===== src/rtl/gvh_cmp.sv =====
module gvh_cmp #(
   parameter int KEY_W = 16
) (
   input  logic             cand_ok,
   input  logic [KEY_W-1:0] cand_key,
   input  logic [KEY_W-1:0] best_key,
   output logic             take
);

   // Strict less-than: a tie keeps the current best.
   assign take = cand_ok && (cand_key < best_key);

endmodule


===== config.mk =====
export PLATFORM = sky130hd
export DESIGN_NAME = gvh_cmp
export DESIGN_NICKNAME = d
export VERILOG_FILES = /design/src/rtl/gvh_cmp.sv
export SDC_FILE = /design/constraint.sdc
export NUM_CORES = 1
export LEC_CHECK = 0
export BUFFER_PORTS_ARGS = -buffer_cell sky130_fd_sc_hd__buf_2
export CAP_MARGIN = 20
export CORE_AREA = 2 2 39 41
export DETAILED_ROUTE_END_ITERATION = 10
export DIE_AREA = 0 0 41 43
export GPL_TIMING_DRIVEN = 0
export PLACE_DENSITY_LB_ADDON = 0.15
export SLEW_MARGIN = 30
export SYNTH_ARGS = -nofsm -noshare
export SYNTH_HDL_FRONTEND = slang
export SYNTH_SLANG_ARGS = --single-unit

===== constraint.sdc =====
create_clock -name vclk -period 3.2
set_input_delay 0.48 -clock vclk [all_inputs]
set_output_delay 0.48 -clock vclk [all_outputs]
set_load 0.03 [all_outputs]

==> Yosys cells after proc, flatten, opt, wreduce, memory -nomap -nowiden <==
Index checks and enable logic that the tools add are counted.
{ "word_totals": {"ff_bits": 0, "output_inout_bits": 1, "wordCells": 2} }
{ "classes": {"n_lt_le_gt_ge": 1, "reduce_logical": 1} }
{ "op_table": {"columns": ["operator", "count"], "rows": [
  ["$lt A16 B16 Y1", 1],
  ["$logic_and A1 B1 Y1", 1]
]} }

==> Depth between registers and ports, before layout <==
{ "depth": {"ltp_word": 2, "mapped_depth": 6, "ltp_nobuf": 6} }

==> Least setup slack after synthesis <==
OpenSTA, ideal clock, no wires.
{ "synth_path": {"path_kind": "input port to output port", "startpoint": "input port best_key[7]", "endpoint": "output port take", "arrival_ps": 1690, "setup_slack_ps": 1030, "stages": 6, "path_buffers": 0, "path_cell_list": "inv_1 > ha_1 > and4_1 > o21ai_1 > or4_1 > o2111a_1"} }
{ "synth_between": {"elab_chain_len": 2} }
{ "synth_rtl": {"columns": ["element", "line", "source"], "rows": [
  ["from (decl)", "6", "input logic [KEY_W-1:0] best_key,"],
  ["$lt A16 B16 Y1", "11", "assign take = cand_ok && (cand_key < best_key);"],
  ["$logic_and A1 B1 Y1", "11", null],
  ["to (decl)", "7", "output logic take"]
]} }
No other way between the ends.

==> Worst setup path in the final report <==
Same ends and word-level chain as after synthesis.

==> results.json <==
{
  "outcome": "complete, no violations",
  "grt_antenna_before_repair": 0,
  "grt_util_all_layers_pct": 10.5,
  "wirelength_um": 874,
  "syn_area_per_cell_um2": 7.29,
  "cp.arrival_ns": 1.89,
  "final.setup.tns_ns": 0,
  "ys_seq_area_share_pct": 0,
  "startpoint_type": "input port",
  "grt.met3_usage_pct": 0,
  "core_area_mm2": 0.00138,
  "crit_chain": "buf_2, inv_1, ha_1, and4_1, o21ai_1, or4_1, o2111a_1, buf_2",
  "synth_top_area_share_pct": 49.5,
  "cts_setup_buffers": 0,
  "gp_congestion": 0.708,
  "cp.required_ns": 2.72,
  "final_cell_mix": "34 x buf_2, 15 x inv_1, 15 x ha_1, 6 x a21oi_1, 3 x o21ai_0",
  "min_path_type": "in2out",
  "start_util_pct": 27.4,
  "regArea_um2": 0,
  "placed_cell_area_um2": 569,
  "hp-start": "cand_ok",
  "grt_pass1_vias": 401,
  "crit_type": "in2out",
  "cts-hold-fix-buffers": 0,
  "met1_usage_pct": 12.3,
  "critPathTopFamily": "simple AND/OR/NAND/NOR gates",
  "die_area_mm2": 0.00176,
  "synth_area_leader_cell": "ha_1",
  "cts_resized": 0,
  "chipWidth_um": 41,
  "slew_viol_final": 0,
  "overflow": 0,
  "layout_commonest_cell": "buf_2",
  "drcViolationCount": 0,
  "synthToLayoutAreaGrowth_pct": 50.2,
  "synth_cell_types": 14,
  "final_nets": 136,
  "rsz0062_at_grt": "no",
  "num_rows": 14,
  "seq_cells": 0,
  "cap_violations": 0,
  "critical_path.endpoint_type": "output port",
  "post_drt_wl_per_cell_um": 8.57,
  "syn_area_um2": 379,
  "vdd_drop_max_mv": 0.0523,
  "yosys_warnings": 0,
  "cellLeakagePower_nw": 0.367,
  "grt_pass1_wl_um": 1390,
  "setup_viol": 0,
  "ant_nets": 0,
  "io_buffer_count": 34,
  "synth_cells": 52,
  "crit_start": "best_key[7]",
  "top_usage_layer": "met2",
  "drtPass1Iterations": 4,
  "vias": 444,
  "power.density_mw_per_mm2": 105,
  "dp_hpwl_um": 849,
  "diodes": 0,
  "syn_nets": 100,
  "total_power_mw": 0.0599,
  "drt_iter0_drc": 2,
  "hold_path_depth": 4,
  "timing.final.crit_share_pct": 74.0,
  "slew_headroom_pct": 77.4,
  "final_area_um2": 569,
  "gr-usage-met2_pct": 20.6,
  "critPathBufInv": 3,
  "yosys-top-cells-area": "ha_1 50%, inv_1 15%, a21oi_1 7.9%",
  "worstPathMaxFanout": 3,
  "critPathSlowestCell": "or4_1",
  "crit_top_cell": "buf_2",
  "final-hold-violation-count": 0,
  "fmax_mhz": 422,
  "period_minus_slack_ns": 2.37,
  "grt_max_degree": 4,
  "drive_gt1_share_pct": 39.5,
  "hold_ws_ns": 1.47,
  "crit_cells": 8,
  "worst_pin_slew_ns": 0.330,
  "clkbuf_count": 0,
  "io-pin-count": 34,
  "via_per_inst": 4.35,
  "slowest_delay_ns": 0.47,
  "fp.dieH_um": 43
}
==> layer usage <==
metal	share of wire, %	wire length [µm]
met5	0	0
met4	0	0
met3	8.9	78
met2	52	455
met1	39	340
==> worst paths after layout <==
| check | end | slack, ns |
|---|---|---|
| worst max-delay path | take | 0.83 |
| worst min-delay path | take | 1.47 |
==> cell families after synthesis <==
logic type               share of synthesized area, %
adder cells (fa/ha/maj)                          49.5
buffers and inverters                            14.9
AO/OA/AOI/OAI                                    20.5
AND/OR/NAND/NOR                                  15.2
==> cell usage after synthesis <==
cell type  number
a2111oi_0       1
a21oi_1         6
and4_1          2
ha_1           15
inv_1          15
nand2_1         2
nand2b_1        1
nand4_1         1
nor2b_1         2
o2111a_1        1
o21ai_0         3
o21ai_1         1
o31ai_1         1
or4_1           1
==> area by class of cell <==
| cell class | instances | area [µm²] |
|---|---|---|
| multi-input combinational | 37 | 323 |
| tap | 16 | 20.0 |
| inverter | 15 | 56.3 |
| timing repair buffer | 34 | 170 |
| fill | 159 | 815 |
==> per-stage QoR <==
step                      util, %  cells  setup slack [ns]
after global placement       41.1    102             0.827
final                        41.1    102             0.831
after CTS                    41.1    102             0.817
after global routing         41.1    102             0.746
after floorplan                 -     52              1.03
after detailed placement     41.1    102             0.826
==> report_power, final <==
part	internal (mW)	switching [mW]	leakage, nW	total [mW]
clock network	0	0	0	0
registers	0	0	0	0
logic	0.0327	0.0272	0.367	0.0599
(Power assumes the default switching activity.)
